<file path="config.mk">
export PLATFORM = sky130hd
export DESIGN_NAME = polyline_bresenham_rasterizer_flat
export DESIGN_NICKNAME = d
export VERILOG_FILES = /design/src/rtl/pbr_pkg.sv /design/src/rtl/pbr_if.sv /design/src/rtl/pbr_ctrl.sv /design/src/rtl/pbr_datapath.sv /design/src/rtl/polyline_bresenham_rasterizer.sv /design/src/flat_wrapper.sv
export SDC_FILE = /design/constraint.sdc
export NUM_CORES = 1
export LEC_CHECK = 0
export BUFFER_PORTS_ARGS = -buffer_cell sky130_fd_sc_hd__buf_2
export CAP_MARGIN = 20
export CORE_MARGIN = 2
export CORE_UTILIZATION = 53
export CTS_CLUSTER_DIAMETER = 50
export DETAILED_ROUTE_END_ITERATION = 6
export GPL_TIMING_DRIVEN = 0
export PLACE_DENSITY = 0.83
export SYNTH_ARGS = -nofsm -noshare
export SYNTH_HDL_FRONTEND = slang
export SYNTH_SLANG_ARGS = --single-unit
</file>
<file path="constraint.sdc">
create_clock -name clk -period 13.4 [get_ports clk]
set_input_delay 2.68 -clock clk [delete_from_list [all_inputs] [get_ports clk]]
set_output_delay 2.68 -clock clk [all_outputs]
set_load 0.05 [all_outputs]
</file>
<file path="src/rtl/pbr_pkg.sv">
`default_nettype none

package pbr_pkg;

  localparam int MAX_DIM_DEF = 63;
  localparam int COORD_W     = 8;
  localparam int DIM_W       = 6;
  localparam int SYM_W       = 8;
  localparam int ERR_W       = 12;
  localparam int ROW_W       = 10;

  localparam logic [DIM_W-1:0] GRID_RESET = 6'd63;

  typedef enum logic {
    CFG_GRID_WIDTH  = 1'b0,
    CFG_GRID_HEIGHT = 1'b1
  } cfg_idx_t;

  typedef enum logic [1:0] {
    ST_IDLE,
    ST_MARK,
    ST_LINE
  } state_t;

  typedef struct packed {
    logic load;
    logic emit_marker;
    logic emit_line;
  } cmd_t;

  typedef struct packed {
    logic out_free;
    logic draw;
    logic line_final;
  } status_t;

endpackage

`default_nettype wire

</file>
<file path="src/rtl/pbr_if.sv">
`default_nettype none

interface pbr_in_if;
  logic                                valid;
  logic                                ready;
  logic signed [pbr_pkg::COORD_W-1:0]  x_pos;
  logic signed [pbr_pkg::COORD_W-1:0]  y_pos;
  logic        [pbr_pkg::SYM_W-1:0]    symbol;
  logic                                line_mode;
  logic                                first_of_series;

  modport source (output valid, x_pos, y_pos, symbol, line_mode, first_of_series,
                  input ready);
  modport sink (input valid, x_pos, y_pos, symbol, line_mode, first_of_series,
                output ready);
endinterface

interface pbr_out_if;
  logic                          valid;
  logic                          ready;
  logic [pbr_pkg::DIM_W-1:0]     cell_row;
  logic [pbr_pkg::DIM_W-1:0]     cell_col;
  logic [pbr_pkg::SYM_W-1:0]     cell_symbol;
  logic                          visible;
  logic                          last;

  modport source (output valid, cell_row, cell_col, cell_symbol, visible, last,
                  input ready);
  modport sink (input valid, cell_row, cell_col, cell_symbol, visible, last,
                output ready);
endinterface

`default_nettype wire

</file>
<file path="src/rtl/pbr_ctrl.sv">
`default_nettype none

module pbr_ctrl (
  input  wire logic             clk,
  input  wire logic             rst_n,
  input  wire logic             in_valid,
  output logic                  in_ready,
  input  wire pbr_pkg::status_t status,
  output pbr_pkg::cmd_t         cmd
);

  pbr_pkg::state_t state_r;
  pbr_pkg::state_t state_nxt;

  always_ff @(posedge clk) begin
    if (!rst_n) begin
      state_r <= pbr_pkg::ST_IDLE;
    end else begin
      state_r <= state_nxt;
    end
  end

  always_comb begin
    state_nxt = state_r;
    case (state_r)
      pbr_pkg::ST_IDLE: begin
        if (in_valid) state_nxt = pbr_pkg::ST_MARK;
      end
      pbr_pkg::ST_MARK: begin
        if (status.out_free) state_nxt = status.draw ? pbr_pkg::ST_LINE : pbr_pkg::ST_IDLE;
      end
      pbr_pkg::ST_LINE: begin
        if (status.out_free && status.line_final) state_nxt = pbr_pkg::ST_IDLE;
      end
      default: state_nxt = pbr_pkg::ST_IDLE;
    endcase
  end

  always_comb begin
    in_ready         = 1'b0;
    cmd.load         = 1'b0;
    cmd.emit_marker  = 1'b0;
    cmd.emit_line    = 1'b0;
    case (state_r)
      pbr_pkg::ST_IDLE: begin
        in_ready = 1'b1;
        cmd.load = in_valid;
      end
      pbr_pkg::ST_MARK: cmd.emit_marker = status.out_free;
      pbr_pkg::ST_LINE: cmd.emit_line   = status.out_free;
      default: in_ready = 1'b0;
    endcase
  end

endmodule

`default_nettype wire

</file>
<file path="src/rtl/pbr_datapath.sv">
`default_nettype none

module pbr_datapath #(
  parameter int MAX_DIM = pbr_pkg::MAX_DIM_DEF
) (
  input  wire logic                                clk,
  input  wire logic                                rst_n,
  input  wire logic signed [pbr_pkg::COORD_W-1:0]  in_x,
  input  wire logic signed [pbr_pkg::COORD_W-1:0]  in_y,
  input  wire logic        [pbr_pkg::SYM_W-1:0]    in_symbol,
  input  wire logic                                in_draw,
  input  wire logic        [pbr_pkg::DIM_W-1:0]    grid_width,
  input  wire logic        [pbr_pkg::DIM_W-1:0]    grid_height,
  input  wire pbr_pkg::cmd_t                       cmd,
  output pbr_pkg::status_t                         status,
  output logic                                     out_valid,
  input  wire logic                                out_ready,
  output logic             [pbr_pkg::DIM_W-1:0]    out_row,
  output logic             [pbr_pkg::DIM_W-1:0]    out_col,
  output logic             [pbr_pkg::SYM_W-1:0]    out_symbol,
  output logic                                     out_visible,
  output logic                                     out_last
);

  localparam int CW = $clog2(MAX_DIM + 1);
  localparam int XW = pbr_pkg::COORD_W;
  localparam int EW = pbr_pkg::ERR_W;
  localparam int RW = pbr_pkg::ROW_W;

  logic signed [XW-1:0]          prev_x_r, prev_y_r;
  logic signed [XW-1:0]          x1_r, y1_r, cx_r, cy_r;
  logic        [pbr_pkg::SYM_W-1:0] sym_r;
  logic                          draw_r, sx_neg_r, sy_neg_r;
  logic signed [EW-1:0]          dx_r, dy_r, err_r;
  logic        [CW-1:0]          cnt_r;

  logic                          out_valid_r;
  logic        [pbr_pkg::DIM_W-1:0] row_r, col_r;
  logic        [pbr_pkg::SYM_W-1:0] osym_r;
  logic                          vis_r, last_r;

  logic signed [EW-1:0]          ddx, ddy, adx, ady, e2, err_nxt;
  logic                          at_end, step_x, step_y, emit;
  logic signed [XW-1:0]          px, py;
  logic signed [RW-1:0]          row;
  logic                          vis, last;

  // Load-time deltas from the previous point
  always_comb begin
    ddx = EW'(in_x) - EW'(prev_x_r);
    ddy = EW'(in_y) - EW'(prev_y_r);
    adx = ddx[EW-1] ? -ddx : ddx;
    ady = ddy[EW-1] ? -ddy : ddy;
  end

  always_comb begin
    e2      = err_r <<< 1;
    step_x  = e2 >= dy_r;
    step_y  = e2 <= dx_r;
    err_nxt = err_r + (step_x ? dy_r : '0) + (step_y ? dx_r : '0);
    at_end  = (cx_r == x1_r) && (cy_r == y1_r);
  end

  assign status.out_free   = !out_valid_r || out_ready;
  assign status.draw       = draw_r;
  assign status.line_final = at_end || (cnt_r == CW'(MAX_DIM - 1));

  // Cell placement and clipping
  always_comb begin
    px   = cmd.emit_marker ? x1_r : cx_r;
    py   = cmd.emit_marker ? y1_r : cy_r;
    row  = RW'(grid_height) - RW'(1) - RW'(py);
    vis  = !px[XW-1] && ({1'b0, px[XW-2:0]} < XW'(grid_width)) &&
           !row[RW-1] && (row < RW'(grid_height));
    last = cmd.emit_marker ? !draw_r : status.line_final;
    emit = cmd.emit_marker || cmd.emit_line;
  end

  always_ff @(posedge clk) begin
    if (!rst_n) begin
      prev_x_r    <= '0;
      prev_y_r    <= '0;
      out_valid_r <= 1'b0;
    end else begin
      if (cmd.load) begin
        prev_x_r <= in_x;
        prev_y_r <= in_y;
      end
      if (emit) begin
        out_valid_r <= 1'b1;
      end else if (out_ready) begin
        out_valid_r <= 1'b0;
      end
    end
  end

  always_ff @(posedge clk) begin
    if (cmd.load) begin
      x1_r     <= in_x;
      y1_r     <= in_y;
      sym_r    <= in_symbol;
      draw_r   <= in_draw;
      cx_r     <= prev_x_r;
      cy_r     <= prev_y_r;
      sx_neg_r <= !(prev_x_r < in_x);
      sy_neg_r <= !(prev_y_r < in_y);
      dx_r     <= adx;
      dy_r     <= -ady;
      err_r    <= adx - ady;
      cnt_r    <= '0;
    end else if (cmd.emit_line) begin
      if (step_x) cx_r <= sx_neg_r ? cx_r - XW'(1) : cx_r + XW'(1);
      if (step_y) cy_r <= sy_neg_r ? cy_r - XW'(1) : cy_r + XW'(1);
      err_r <= err_nxt;
      cnt_r <= cnt_r + CW'(1);
    end
    if (emit) begin
      row_r  <= vis ? row[pbr_pkg::DIM_W-1:0] : '0;
      col_r  <= vis ? px[pbr_pkg::DIM_W-1:0] : '0;
      osym_r <= sym_r;
      vis_r  <= vis;
      last_r <= last;
    end
  end

  assign out_valid   = out_valid_r;
  assign out_row     = row_r;
  assign out_col     = col_r;
  assign out_symbol  = osym_r;
  assign out_visible = vis_r;
  assign out_last    = last_r;

endmodule

`default_nettype wire

</file>
<file path="src/rtl/polyline_bresenham_rasterizer.sv">
// Polyline rasterizer with Bresenham line drawing.
// in_chan: one grid point per transaction (x_pos, y_pos, symbol, line_mode,
//   first_of_series). out_chan: one cell per transaction, with last set on
//   the final cell of each point.
// cfg_*: cfg_we writes cfg_data into grid_width (index 0) or grid_height
//   (index 1); write only while the block is idle.
// Each point yields a marker cell; with line_mode set and first_of_series
//   clear it then yields the line cells from the previous point, endpoints
//   included, at most MAX_DIM of them.
// Flow: the point is taken in the idle state, then the single Bresenham
//   step unit emits one cell per cycle while the output register is free
//   (empty, or out_chan.ready high); each cell is registered before it shows.
//   The next point is taken only after the point's last cell is emitted.
// The output register holds a cell while out_chan.ready is low; the line
//   walk pauses until it is taken.
// Reset: synchronous, active low; grid size returns to 63x63 and the
//   previous point to (0,0). No clearing pass.
`default_nettype none

module polyline_bresenham_rasterizer #(
  parameter int MAX_DIM = pbr_pkg::MAX_DIM_DEF
) (
  input  wire logic                        clk,
  input  wire logic                        rst_n,
  pbr_in_if.sink                           in_chan,
  pbr_out_if.source                        out_chan,
  input  wire logic                        cfg_we,
  input  wire logic                        cfg_index,
  input  wire logic [pbr_pkg::DIM_W-1:0]   cfg_data
);

  logic [pbr_pkg::DIM_W-1:0] grid_width_r, grid_height_r;
  pbr_pkg::cmd_t             cmd;
  pbr_pkg::status_t          status;

  always_ff @(posedge clk) begin
    if (!rst_n) begin
      grid_width_r  <= pbr_pkg::GRID_RESET;
      grid_height_r <= pbr_pkg::GRID_RESET;
    end else if (cfg_we) begin
      case (pbr_pkg::cfg_idx_t'(cfg_index))
        pbr_pkg::CFG_GRID_WIDTH:  grid_width_r  <= cfg_data;
        pbr_pkg::CFG_GRID_HEIGHT: grid_height_r <= cfg_data;
        default: grid_width_r <= grid_width_r;
      endcase
    end
  end

  pbr_ctrl u_ctrl (
    .clk      (clk),
    .rst_n    (rst_n),
    .in_valid (in_chan.valid),
    .in_ready (in_chan.ready),
    .status   (status),
    .cmd      (cmd)
  );

  pbr_datapath #(
    .MAX_DIM (MAX_DIM)
  ) u_dp (
    .clk         (clk),
    .rst_n       (rst_n),
    .in_x        (in_chan.x_pos),
    .in_y        (in_chan.y_pos),
    .in_symbol   (in_chan.symbol),
    .in_draw     (in_chan.line_mode && !in_chan.first_of_series),
    .grid_width  (grid_width_r),
    .grid_height (grid_height_r),
    .cmd         (cmd),
    .status      (status),
    .out_valid   (out_chan.valid),
    .out_ready   (out_chan.ready),
    .out_row     (out_chan.cell_row),
    .out_col     (out_chan.cell_col),
    .out_symbol  (out_chan.cell_symbol),
    .out_visible (out_chan.visible),
    .out_last    (out_chan.last)
  );

endmodule

`default_nettype wire

</file>
<file path="src/flat_wrapper.sv">
// flat-port wrapper written by rule: the top's interface ports become plain ports
module polyline_bresenham_rasterizer_flat 
#(
  parameter int MAX_DIM = pbr_pkg::MAX_DIM_DEF
)
  (clk, rst_n, cfg_we, cfg_index, cfg_data, in_chan_valid, in_chan_x_pos, in_chan_y_pos, in_chan_symbol, in_chan_line_mode, in_chan_first_of_series, in_chan_ready, out_chan_valid, out_chan_cell_row, out_chan_cell_col, out_chan_cell_symbol, out_chan_visible, out_chan_last, out_chan_ready);
  pbr_in_if in_chan_i ();
  pbr_out_if out_chan_i ();
  input  wire logic clk;
  input  wire logic rst_n;
  input  wire logic cfg_we;
  input  wire logic cfg_index;
  input  wire logic [pbr_pkg::DIM_W-1:0] cfg_data;
  input wire logic [$bits(in_chan_i.valid)-1:0] in_chan_valid;
  input wire logic [$bits(in_chan_i.x_pos)-1:0] in_chan_x_pos;
  input wire logic [$bits(in_chan_i.y_pos)-1:0] in_chan_y_pos;
  input wire logic [$bits(in_chan_i.symbol)-1:0] in_chan_symbol;
  input wire logic [$bits(in_chan_i.line_mode)-1:0] in_chan_line_mode;
  input wire logic [$bits(in_chan_i.first_of_series)-1:0] in_chan_first_of_series;
  output wire logic [$bits(in_chan_i.ready)-1:0] in_chan_ready;
  output wire logic [$bits(out_chan_i.valid)-1:0] out_chan_valid;
  output wire logic [$bits(out_chan_i.cell_row)-1:0] out_chan_cell_row;
  output wire logic [$bits(out_chan_i.cell_col)-1:0] out_chan_cell_col;
  output wire logic [$bits(out_chan_i.cell_symbol)-1:0] out_chan_cell_symbol;
  output wire logic [$bits(out_chan_i.visible)-1:0] out_chan_visible;
  output wire logic [$bits(out_chan_i.last)-1:0] out_chan_last;
  input wire logic [$bits(out_chan_i.ready)-1:0] out_chan_ready;
  assign in_chan_i.valid = in_chan_valid;
  assign in_chan_i.x_pos = in_chan_x_pos;
  assign in_chan_i.y_pos = in_chan_y_pos;
  assign in_chan_i.symbol = in_chan_symbol;
  assign in_chan_i.line_mode = in_chan_line_mode;
  assign in_chan_i.first_of_series = in_chan_first_of_series;
  assign in_chan_ready = in_chan_i.ready;
  assign out_chan_valid = out_chan_i.valid;
  assign out_chan_cell_row = out_chan_i.cell_row;
  assign out_chan_cell_col = out_chan_i.cell_col;
  assign out_chan_cell_symbol = out_chan_i.cell_symbol;
  assign out_chan_visible = out_chan_i.visible;
  assign out_chan_last = out_chan_i.last;
  assign out_chan_i.ready = out_chan_ready;
  polyline_bresenham_rasterizer #(.MAX_DIM(MAX_DIM)) u_core (.clk(clk), .rst_n(rst_n), .in_chan(in_chan_i), .out_chan(out_chan_i), .cfg_we(cfg_we), .cfg_index(cfg_index), .cfg_data(cfg_data));
endmodule
</file>
Word-level counts from Yosys, hierarchy flattened
Index checks and enable logic that the tools add are counted.
{"block": "word_totals", "reg_bits": 138, "output_inout_bits": 24}
{"block": "op_classes", "addsub": 15, "magnitude_cmp": 6, "eq_ne": 8, "muxes": 28, "bitwise_logic": 1, "reduce_logical": 26}
{"operator": "2-to-1 mux 8 bit", "count": 10}
{"operator": "2-to-1 mux 12 bit", "count": 6}
{"operator": "adder 12 bit", "count": 2}
{"operator": "negator 12 bit", "count": 2}
{"operator": "subtractor 8 x 8 -> 9 bit", "count": 2}
{"operator": "adder 8 x 2 -> 8 bit, second input constant", "count": 2}
{"operator": "equality test 8 bit", "count": 2}
{"operator": "less-than comparator 8 bit", "count": 2}
{"operator": "subtractor 8 x 2 -> 8 bit, second input constant", "count": 2}
{"operator": ">= comparator 12 bit", "count": 1}
{"operator": "<= comparator 12 bit", "count": 1}
{"operator": "negator 9 -> 12 bit", "count": 1}
{"operator": "subtractor 12 bit", "count": 1}
{"operator": "less-than comparator 10 x 6 -> 1 bit", "count": 1}
{"operator": "subtractor 7 x 8 -> 9 bit", "count": 1}
{"operator": "2-to-1 mux 2 bit", "count": 4}
{"operator": "AND reduction 2 bit", "count": 4}
{"operator": "nonzero test 2 bit", "count": 4}
{"operator": "zero test 1 bit", "count": 7}
{"operator": "less-than comparator 7 x 6 -> 1 bit", "count": 1}
{"operator": "2-to-1 mux 1 bit", "count": 7}
{"operator": "subtractor 6 x 1 -> 7 bit, second input constant", "count": 1}
{"operator": "adder 6 x 1 -> 6 bit, second input constant", "count": 1}
{"operator": "equality test 6 bit, second input constant", "count": 1}
{"operator": "9 further kinds", "count": 18}

Longest topological paths before layout
Gate-level depths: netlist of the first run.
{"block": "depth", "ltp_word": 8, "depth_mapped": 23, "ltp_nobuf": 22}

Cells and area by module
A second synthesis of the first run with hierarchy kept.
{"block": "unflattened", "hier_cells": 933, "area_unflattened_um2": 9395.3}
{"module": "pbr_datapath", "instances": 1, "cells_each": 864, "area_each_um2": 8745.9}
{"module": "polyline_bresenham_rasterizer", "instances": 1, "cells_each": 56, "area_each_um2": 534.3}
{"module": "pbr_ctrl", "instances": 1, "cells_each": 13, "area_each_um2": 115.1}

Worst setup path after synthesis of the first run
Ideal clock, no wire load.
{"block": "synth_path", "path_type": "input -> register", "from": "input port out_chan_ready", "to": "register u_core.u_dp.row_r (netlist bit u_core.u_dp.out_row[5]), data pin", "setup_time_ns": 0.149, "t_arrival_ns": 6.273, "path_slack_ns": 6.978, "stages": 19, "n_path_buf": 3, "path_cell_list": "nor2b_4 or3b_1 buf_4 buf_1 mux2i_1 inv_1 ha_1 fa_1 nor2b_1 o21ai_0 a21boi_0 nor2_1 ha_1 nor2b_1 o21ai_0 o211ai_1 a211o_1 buf_6 nor3b_2"}
{"element": "from (decl)", "line": "flat_wrapper.sv:27", "source": "input wire logic [$bits(out_chan_i.ready)-1:0] out_chan_ready;"}
{"element": "logical OR 1 bit", "line": "pbr_datapath.sv:64", "source": "assign status.out_free = !out_valid_r || out_ready;"}
{"element": "2-to-1 mux 1 bit", "line": "pbr_ctrl.sv:44", "source": "case (state_r)"}
{"element": "2-to-1 mux 8 bit", "line": "pbr_datapath.sv:71", "source": "py = cmd.emit_marker ? y1_r : cy_r;"}
{"element": "subtractor 7 x 8 -> 9 bit", "line": "pbr_datapath.sv:72", "source": "row = RW'(grid_height) - RW'(1) - RW'(py);"}
{"element": "net u_core.u_dp.row[4]", "line": "pbr_datapath.sv:45", "source": "logic signed [RW-1:0] row;"}
{"element": "less-than comparator 10 x 6 -> 1 bit", "line": "pbr_datapath.sv:74", "source": "!row[RW-1] && (row < RW'(grid_height));"}
{"element": "logical AND 1 bit", "line": "pbr_datapath.sv:74"}
{"element": "to (signal assigned)", "line": "pbr_datapath.sv:118", "source": "row_r <= vis ? row[pbr_pkg::DIM_W-1:0] : '0;"}
{"element": "to (decl)", "line": "pbr_datapath.sv:38", "source": "logic [pbr_pkg::DIM_W-1:0] row_r, col_r;"}
The timed path passes the listed nets, and every way through them passes these cells.
A chain may end at the register's enable or synchronous reset.

Worst setup path after layout of the first run
Same ends and word-level chain as after synthesis.

==> results of run 1 <==
[synthesized netlist by cell type, drive strengths merged, types with 10 or more instances]
| cell | instances |
|---|---|
| fa | 17 |
| nor2b | 24 |
| xor2 | 22 |
| edfxtp | 100 |
| clkbuf | 18 |
| nor3 | 17 |
| and2 | 10 |
| ha | 96 |
| a21o | 15 |
| a21boi | 21 |
| o211ai | 16 |
| o21ai | 41 |
| nand4 | 11 |
| mux2i | 13 |
| xnor2 | 60 |
| dfxtp | 37 |
| nand3 | 11 |
| nor2 | 68 |
| a21oi | 56 |
| inv | 96 |
| nand2 | 85 |
[worst max path at each step]
| stage | startpoint | end | slack, ns |
|---|---|---|---|
| 2_1_floorplan | out_chan_ready | u_core.u_dp.out_row[5] | 6.98 |
| 3_3_place_gp | out_chan_ready | u_core.u_dp.out_row[5] | 6.10 |
| 3_5_place_dp | out_chan_ready | u_core.u_dp.out_row[5] | 6.05 |
| 4_1_cts | out_chan_ready | u_core.u_dp.out_row[5] | 6.44 |
| 5_1_grt | out_chan_ready | u_core.u_dp.out_row[5] | 6.15 |
| 6_report | out_chan_ready | u_core.u_dp.out_row[5] | 6.42 |
[per-layer routing]
layer,global-route usage,part of all wire,up-vias
met5,0,0,-
met4,0.0871,0.019,0
met3,0.0444,0.065,32
met2,0.370,0.47,219
met1,0.319,0.45,3465
li1,-,-,3470
[power by group]
part / total (uW) / switching [uW] / internal [uW]
clock network: 469 / 218 / 251
registers: 595 / 48.5 / 547
logic: 988 / 559 / 428
[final cells by class]
class,instances,area [um^2]
fillers,1359,6720
clock buffers,17,425
clock inverters,15,175
well taps,225,282
multi-input cells,687,5180
plain buffers,22,98.8
repair buffers,62,313
flip-flops and latches,137,3740
inverters,97,364
[registers in the layout, summed over array words and instances, names as in the netlist, 2 cells and up]
register	cells
u_core.grid_height_r	6
u_core.grid_width_r	6
u_core.u_ctrl.state_r	2
u_core.u_dp.cnt_r	6
u_core.u_dp.cx_r	8
u_core.u_dp.cy_r	8
u_core.u_dp.dx_r	12
u_core.u_dp.dy_r	12
u_core.u_dp.err_r	11
u_core.u_dp.out_col	6
u_core.u_dp.out_row	6
u_core.u_dp.out_symbol	8
u_core.u_dp.prev_x_r	8
u_core.u_dp.prev_y_r	8
u_core.u_dp.sym_r	8
u_core.u_dp.x1_r	8
u_core.u_dp.y1_r	8
[cell usage in the layout (no fill, tap or decap), types with 22 or more instances in the layout]
| cell type | synthesis | final |
|---|---|---|
| nor2_1 | 67 | 67 |
| buf_2 | 1 | 62 |
| nand2_1 | 85 | 85 |
| xor2_1 | 22 | 22 |
| o21ai_0 | 37 | 37 |
| dfxtp_1 | 37 | 37 |
| inv_1 | 95 | 95 |
| xnor2_1 | 58 | 58 |
| nor2b_1 | 22 | 22 |
| edfxtp_1 | 100 | 100 |
| a21oi_1 | 56 | 56 |
| ha_1 | 96 | 96 |
[metrics by stage]
| stage | cells | setup WS [ns] |
|---|---|---|
| after floorplan | 943 | 6.98 |
| after global placement | 1229 | 6.10 |
| after detailed placement | 1229 | 6.05 |
| after CTS | 1261 | 6.44 |
| after global routing | 1262 | 6.15 |
| final | 1262 | 6.42 |
[kinds of logic after synthesis]
group,count (synthesis)
and+or+nand+nor,269
muxes,19
other,2
buffers and inverters,119
adders and majority gates,113
AOI/OAI and AO/OA,199
xor gates and xnor gates,82
DFF,137
[critical path, stage by stage]
cell	delay [ns]
buf_2	0.11
nor2b_4	0.16
or3b_1	0.13
buf_4	0.18
buf_1	0.61
mux2i_1	0.38
inv_1	0.08
ha_1	0.22
fa_1	0.38
nor2b_1	0.23
o21ai_0	0.15
a21boi_0	0.39
nor2_1	0.10
ha_1	0.27
nor2b_1	0.13
o21ai_0	0.20
o211ai_1	0.14
a211o_1	0.34
buf_6	0.18
nor3b_2	0.17
==> impl_metrics.tcl, run 1 <==
set metrics [dict create \
    hold_path_startpoint "u_core.u_dp.sym_r[1]" \
    synth_compound_area_frac 0.141 \
    critical_path_class "in2reg" \
    antenna_found_initial 0 \
    grt_pass1_wl_um 33800 \
    syn_area_mm2 0.00937 \
    htree_levels 4 \
    yosys.area.top_type_share 0.321 \
    vias_per_cell 5.69 \
    synth-edff-count 100 \
    syn_avg_cell_area_um2 9.97 \
    core_mm2 0.0173 \
    grt.overflow.total 0 \
    rsz0062_at_grt "no" \
    whs_path_depth 0 \
    tightest_slew_ns 0.968 \
    maxSlewViolCount 0 \
    floorplan.initialDensity 0.542 \
    cts_buffers 17 \
    status "completed" \
    stdcell_area_mm2 0.0106 \
    syn_inst 940 \
    max_freq_ghz 0.143 \
    clock_latency_ns 0.44 \
    skew_ns 0.00995 \
    cp.arrival_ns 7.27 \
    grtUsageTotal 0.234 \
    grt_max_degree 61 \
    synth-async-reset-ratio 0 \
    ff2ff_setup_slack_ns 8.13 \
    clkSinkCount 137 \
    max-cap-violations 0 \
    cts_setup_buffers 0 \
    placed_area_mm2 0.00997 \
    whs_ns 0.420 \
    rr_startpoint "u_core.u_dp.err_r[1]" \
    clk_root_buffer_cell "clkbuf_16" \
    synthSimpleGateAreaFrac 0.146 \
    clockBufferDepth 2 \
    synth_top_area_cell "edfxtp_1" \
    yosys_register_bits 137 \
    setup_violations 0 \
    synth-adder-area-share 0.165 \
    cts_tree "done" \
    hp-class "reg2reg" \
    reg2reg_to "u_core.u_dp.err_r[9]" \
    io_buffers 61 \
    fin_nets 1175 \
    antenna_cells 0 \
    routed-via-count 7186 \
    ys_warn_count 0 \
    drive_above_1_share 0.127 \
    path_max_fanout 10 \
    first_iter_violations 652 \
    power_density_mw_per_mm2 194 \
    total_power_uw 2050 \
    required_ns 13.68 \
    synth_xor_area_frac 0.0783 \
    max_slew_margin 0.353 \
    die_area_mm2 0.0188 \
    area_growth_pct 12.9 \
    synth_cell_types 79 \
    setup_tns_ns 0 \
    num_rows 48 \
    synth_area_leaders "edfxtp_1 (32%), ha_1 (13%), dfxtp_1 (7.9%), xnor2_1 (5.4%), inv_1 (3.8%)" \
    ios 62 \
    die_h_um 137 \
    period_share 0.521 \
    synth_top_family_by_area "adder cells" \
    clk_transition_reported_paths_ns 0.07 \
    gp_congestion 0.887 \
    synth_mux_area_frac 0.0211 \
    irDropWorstVdd_mv 0.135 \
    grt_pass1_vias 6929 \
    synth_top_flop_cell "edfxtp_1" \
    finalHoldViolCount 0 \
    whs_endpoint "u_core.u_dp.out_symbol[1]" \
    end_kind "flip-flop" \
    wl_um 21200 \
    ant_nets 0 \
    critPathLaunchType "primary input" \
    hold_buffers 0 \
    drcViolationCount 0 \
    wire_per_inst_um 16.8 \
    period_needed_ns 6.98 \
    dp_hpwl_um 16000 \
    reg2regPathDepth 21 \
    cts_resized 0 \
    p_leak_uw 0.00451 \
    ys_seq_area_frac 0.400 \
    firstDrtPassIters 5 \
    post-route-util 0.612 \
    die_x_um 137 \
]
Note: power is estimated with default switching activity, not from simulation.
==> inputs of run 2 (changes only) <==
Settings changed: PLACE_DENSITY 0.83 to 0.86.
Clock period 13.4 ns to 6.3 ns, I/O delays scaled along.
==> run 2 against run 1 <==
Effect of this change:
- via count grew 0.56%
- first-iteration DRC count fell by 2.5%
- combinational power up 110%
- non-clock buffer count did not move
- wire length rose by 2.8%
- sequential share of layout area up 0.11 points
- global-route usage rose by 0.52 points
- register-to-register slack worse by 7.0 ns
- utilization is 0.19 points lower
- critical endpoint unchanged
- largest cell class unchanged
==> impl_metrics.tcl, run 2 (synthesized netlist as in run 1, its figures left out) <==
set metrics [dict create \
    period_share 0.914 \
    finalNonFillerCells 1262 \
    period_needed_ns 5.76 \
    maxSlewViolCount 0 \
    grt_pass1_wl_um 34500 \
    fin_nets 1175 \
    ff2ff_setup_slack_ns 1.11 \
    clockBufferDepth 2 \
    finalHoldViolCount 0 \
    hold_path_startpoint "u_core.u_dp.sym_r[6]" \
    ios 62 \
    floorplan.initialDensity 0.542 \
    cts_resized 0 \
    whs_endpoint "u_core.u_dp.out_symbol[6]" \
    firstDrtPassIters 5 \
    setup_tns_ns 0 \
    num_rows 48 \
    die_area_mm2 0.0188 \
    io_buffers 61 \
    final_common_cell "edfxtp_1" \
    rr_startpoint "u_core.u_dp.err_r[1]" \
    placed_cells 1230 \
    dp_hpwl_um 16300 \
    gp_congestion 0.856 \
    grt_pass1_vias 7041 \
    reg2reg_to "u_core.u_dp.err_r[9]" \
    die_h_um 137 \
    antenna_cells 0 \
    hold_buffers 0 \
    critPathLaunchType "primary input" \
    skew_ns 0.0138 \
    area_growth_pct 12.6 \
    drcViolationCount 0 \
    clkSinkCount 137 \
    post-route-util 0.610 \
    wl_um 21800 \
    tightest_slew_ns 1.01 \
    top_regs "u_core.u_dp.dx_r (12), u_core.u_dp.dy_r (12), u_core.u_dp.err_r (11)" \
    grt_max_degree 61 \
    rsz0062_at_grt "no" \
    cp.arrival_ns 6.02 \
    ant_nets 0 \
    drive_above_1_share 0.127 \
    core_mm2 0.0173 \
    critical_path_class "in2reg" \
    p_leak_uw 0.00450 \
    path_max_fanout 10 \
    status "completed" \
    cts_buffers 17 \
    hp-class "reg2reg" \
    antenna_found_initial 0 \
    routed-via-count 7226 \
    clock_latency_ns 0.43 \
    max_freq_ghz 0.174 \
    cts_tree "done" \
    irDropWorstVdd_mv 0.309 \
    max_slew_margin 0.328 \
    clk_root_buffer_cell "clkbuf_16" \
    die_x_um 137 \
    first_iter_violations 636 \
    required_ns 6.56 \
    clk_transition_reported_paths_ns 0.07 \
    power_density_mw_per_mm2 414 \
    htree_levels 4 \
    cts_setup_buffers 0 \
    wire_per_inst_um 17.3 \
    grt.overflow.total 0 \
    max-cap-violations 0 \
    vias_per_cell 5.73 \
    end_kind "flip-flop" \
    grtUsageTotal 0.239 \
    whs_path_depth 0 \
    layout_common_cells "edfxtp_1 (100), ha_1 (96), inv_1 (95)" \
    reg2regPathDepth 21 \
    setup_violations 0 \
]
run 2: changes by cell type in the layout (fill, tap and decap cells not counted), sizes merged:
cell,change
buf,+1
clkbuf,-1
clkinv,-3
clkinvlp,+1
inv,+2
run 2: report_power, final:
group	leakage [uW]	internal, uW	total [uW]	switching (uW)
registers	0.00125	1160	1260	102
clock network	0.000278	526	982	456
logic	0.00297	916	2120	1200
total	0.00450	2610	4360	1760
run 2: final cells by class:
class	instances	area, um^2
fill	1403	6750
multi-input combinational	687	5180
sequential	137	3740
clock buffer	17	425
inverter	97	364
timing repair buffer	62	310
tap	225	282
clock inverter	15	145
buffer	22	98.8
run 2: worst max-delay path by stage:
| stage | startpoint | end | slack [ns] |
|---|---|---|---|
| final | out_chan_ready | u_core.u_dp.out_row[5] | 0.54 |
| after global routing | out_chan_ready | u_core.u_dp.out_row[5] | 0.30 |
| after CTS | out_chan_ready | u_core.u_dp.out_row[5] | 0.67 |
| after detailed placement | out_chan_ready | u_core.u_dp.out_row[5] | 0.27 |
| after global placement | out_chan_ready | u_core.u_dp.out_row[5] | 0.42 |
| after floorplan | out_chan_ready | u_core.u_dp.out_row[5] | 1.30 |
run 2: worst max-delay path, stage by stage:
cell and delay, ns:
buf_2 0.11, nor2b_4 0.16, or3b_1 0.13, buf_4 0.18
buf_1 0.61, mux2i_1 0.43, inv_1 0.09, ha_1 0.23
fa_1 0.40, nor2b_1 0.24, o21ai_0 0.16, a21boi_0 0.40
nor2_1 0.11, ha_1 0.27, nor2b_1 0.12, o21ai_0 0.20
o211ai_1 0.15, a211o_1 0.34, buf_6 0.19, nor3b_2 0.24
run 2: routing by layer:
metal / vias to the layer above / share of wire / GRT usage
met2: 252 / 0.48 / 0.393
met5: - / 0 / 0
li1: 3459 / - / -
met3: 50 / 0.064 / 0.0452
met1: 3465 / 0.43 / 0.312
met4: 0 / 0.023 / 0.0939
run 2: through the flow:
stage	hold slack (ns)	cell area [um^2]	total power (uW)	worst slack [ns]
floorplan	0.400	9380	2870	1.30
global placement	0.400	9970	3240	0.416
detailed placement	0.405	9980	3350	0.265
CTS	0.422	10500	4350	0.667
global route	0.426	10500	4650	0.304
finish	0.418	10500	4360	0.539
==> inputs of run 3 (changes only) <==
Settings changed: CORE_ASPECT_RATIO from default to 1.75, SLEW_MARGIN from default to 15.
==> run 3 against run 2 <==
Effect of this change:
- utilization decreased by 0.31 points
- via count about the same
- hold slack improved by 0.0038 ns
- wire length increased by 0.46%
- power increased by 1.4%
- clock skew decreased by 0.0050 ns
- global-route usage increased by 0.20 points
- first-iteration DRC count decreased by 44%
- fmax increased by 6.3%
- design area about the same
- die area increased by 0.22%
- critical endpoint is now u_core.u_dp.err_r[10]
==> impl_metrics.tcl, run 3 (synthesized netlist as in run 1, its figures left out) <==
set metrics [dict create \
    critPathLaunchType "flip-flop" \
    cts_resized 0 \
    rsz0062_at_grt "no" \
    stdcell_area_mm2 0.0105 \
    path_max_fanout 10 \
    core_mm2 0.0174 \
    end_kind "flip-flop" \
    antenna_cells 0 \
    cts_tree "done" \
    hold_buffers 0 \
    period_share 0.860 \
    grt_max_degree 61 \
    drcViolationCount 0 \
    grtUsageTotal 0.241 \
    max_slew_margin 0.0470 \
    ant_nets 0 \
    irDropWorstVdd_mv 0.248 \
    cts_setup_buffers 0 \
    cts_buffers 17 \
    top_regs "u_core.u_dp.dx_r (12), u_core.u_dp.dy_r (12), u_core.u_dp.err_r (11)" \
    fin_nets 1175 \
    die_area_mm2 0.0188 \
    antenna_found_initial 0 \
    grt.overflow.total 0 \
    firstDrtPassIters 6 \
    htree_levels 4 \
    die_x_um 105 \
    area_growth_pct 12.5 \
    dp_hpwl_um 16900 \
    placed_cells 1235 \
    period_needed_ns 5.42 \
    layout_common_cells "edfxtp_1 (100), ha_1 (96), inv_1 (95)" \
    p_leak_uw 0.00449 \
    hp-class "reg2reg" \
    finalHoldViolCount 0 \
    gp_congestion 0.888 \
    io_buffers 61 \
    clk_transition_reported_paths_ns 0.06 \
    wl_um 21900 \
    floorplan.initialDensity 0.539 \
    finalNonFillerCells 1268 \
    wire_per_inst_um 17.3 \
    placed_area_mm2 0.00998 \
    skew_ns 0.00885 \
    setup_violations 0 \
    clk_root_buffer_cell "clkbuf_16" \
    drive_above_1_share 0.127 \
    ios 62 \
    max-cap-violations 0 \
    grt_pass1_vias 7570 \
    critical_path_class "reg2reg" \
    tightest_slew_ns 1.42 \
    power_density_mw_per_mm2 419 \
    maxSlewViolCount 0 \
    first_iter_violations 353 \
    max_freq_ghz 0.185 \
    grt_pass1_wl_um 35700 \
    clockBufferDepth 2 \
    setup_tns_ns 0 \
    status "completed" \
    die_h_um 180 \
    clock_latency_ns 0.43 \
    routed-via-count 7223 \
    cp.arrival_ns 5.56 \
    num_rows 64 \
    final_common_cell "edfxtp_1" \
    required_ns 6.44 \
    clkSinkCount 137 \
    vias_per_cell 5.70 \
]
run 3: cell count changes in the layout (fill, tap and decap cells not counted), sizes merged:
cell	change
clkbuf	+1
clkinv	+3
buf	-1
clkinvlp	-1
inv	-2
run 3: metrics by stage:
step	util	power, uW	hold WS (ns)	worst slack [ns]
after floorplan	-	2870	0.400	1.30
after global placement	0.574	3240	0.402	0.531
after detailed placement	0.574	3350	0.407	0.541
after CTS	0.606	4390	0.423	0.962
after global routing	0.607	4700	0.429	0.575
final	0.607	4420	0.421	0.880
run 3: worst max-delay path, stage by stage (launching register included):
cell,delay (ns)
edfxtp_1,0.46
ha_1,0.33
and4b_1,0.24
a211oi_1,0.26
o21ai_0,0.14
nor2_1,0.17
mux2i_1,0.44
clkbuf_1,0.45
nor2_1,0.10
fa_1,0.50
ha_1,0.32
a21oi_1,0.20
nor2b_1,0.09
nor3_1,0.18
nor2_1,0.11
o41ai_1,0.50
o21ai_0,0.29
xnor2_1,0.24
a21oi_1,0.10
run 3: worst paths after layout:
check	startpoint	to	slack (ns)	depth (start not counted)
max	u_core.u_dp.err_r[1]	u_core.u_dp.err_r[10]	0.88	18
min	u_core.u_dp.sym_r[5]	u_core.u_dp.out_symbol[5]	0.42	0
max reg2reg	u_core.u_dp.err_r[1]	u_core.u_dp.err_r[10]	0.88	18
min reg2reg	u_core.u_dp.sym_r[5]	u_core.u_dp.out_symbol[5]	0.42	0
run 3: where the power goes:
group | total [uW] | switching (uW) | internal (uW) | leakage [uW]
clock network | 954 | 435 | 519 | 0.000277
logic | 2210 | 1280 | 926 | 0.00297
registers | 1260 | 99.3 | 1160 | 0.00125
run 3: final cells by class:
cell class / instances / area (um^2)
fillers: 1395 / 6840
repair buffers: 62 / 310
clock inverters: 15 / 133
clock buffers: 17 / 425
plain buffers: 22 / 98.8
inverters: 97 / 364
flip-flops and latches: 137 / 3740
multi-input cells: 687 / 5180
well taps: 231 / 289
run 3: layer usage:
metal	routed length, um	global-route usage	up-vias
met5	0	0	-
li1	-	-	3472
met4	1880	0.203	0
met1	7710	0.232	3398
met3	833	0.0370	108
met2	11500	0.441	245
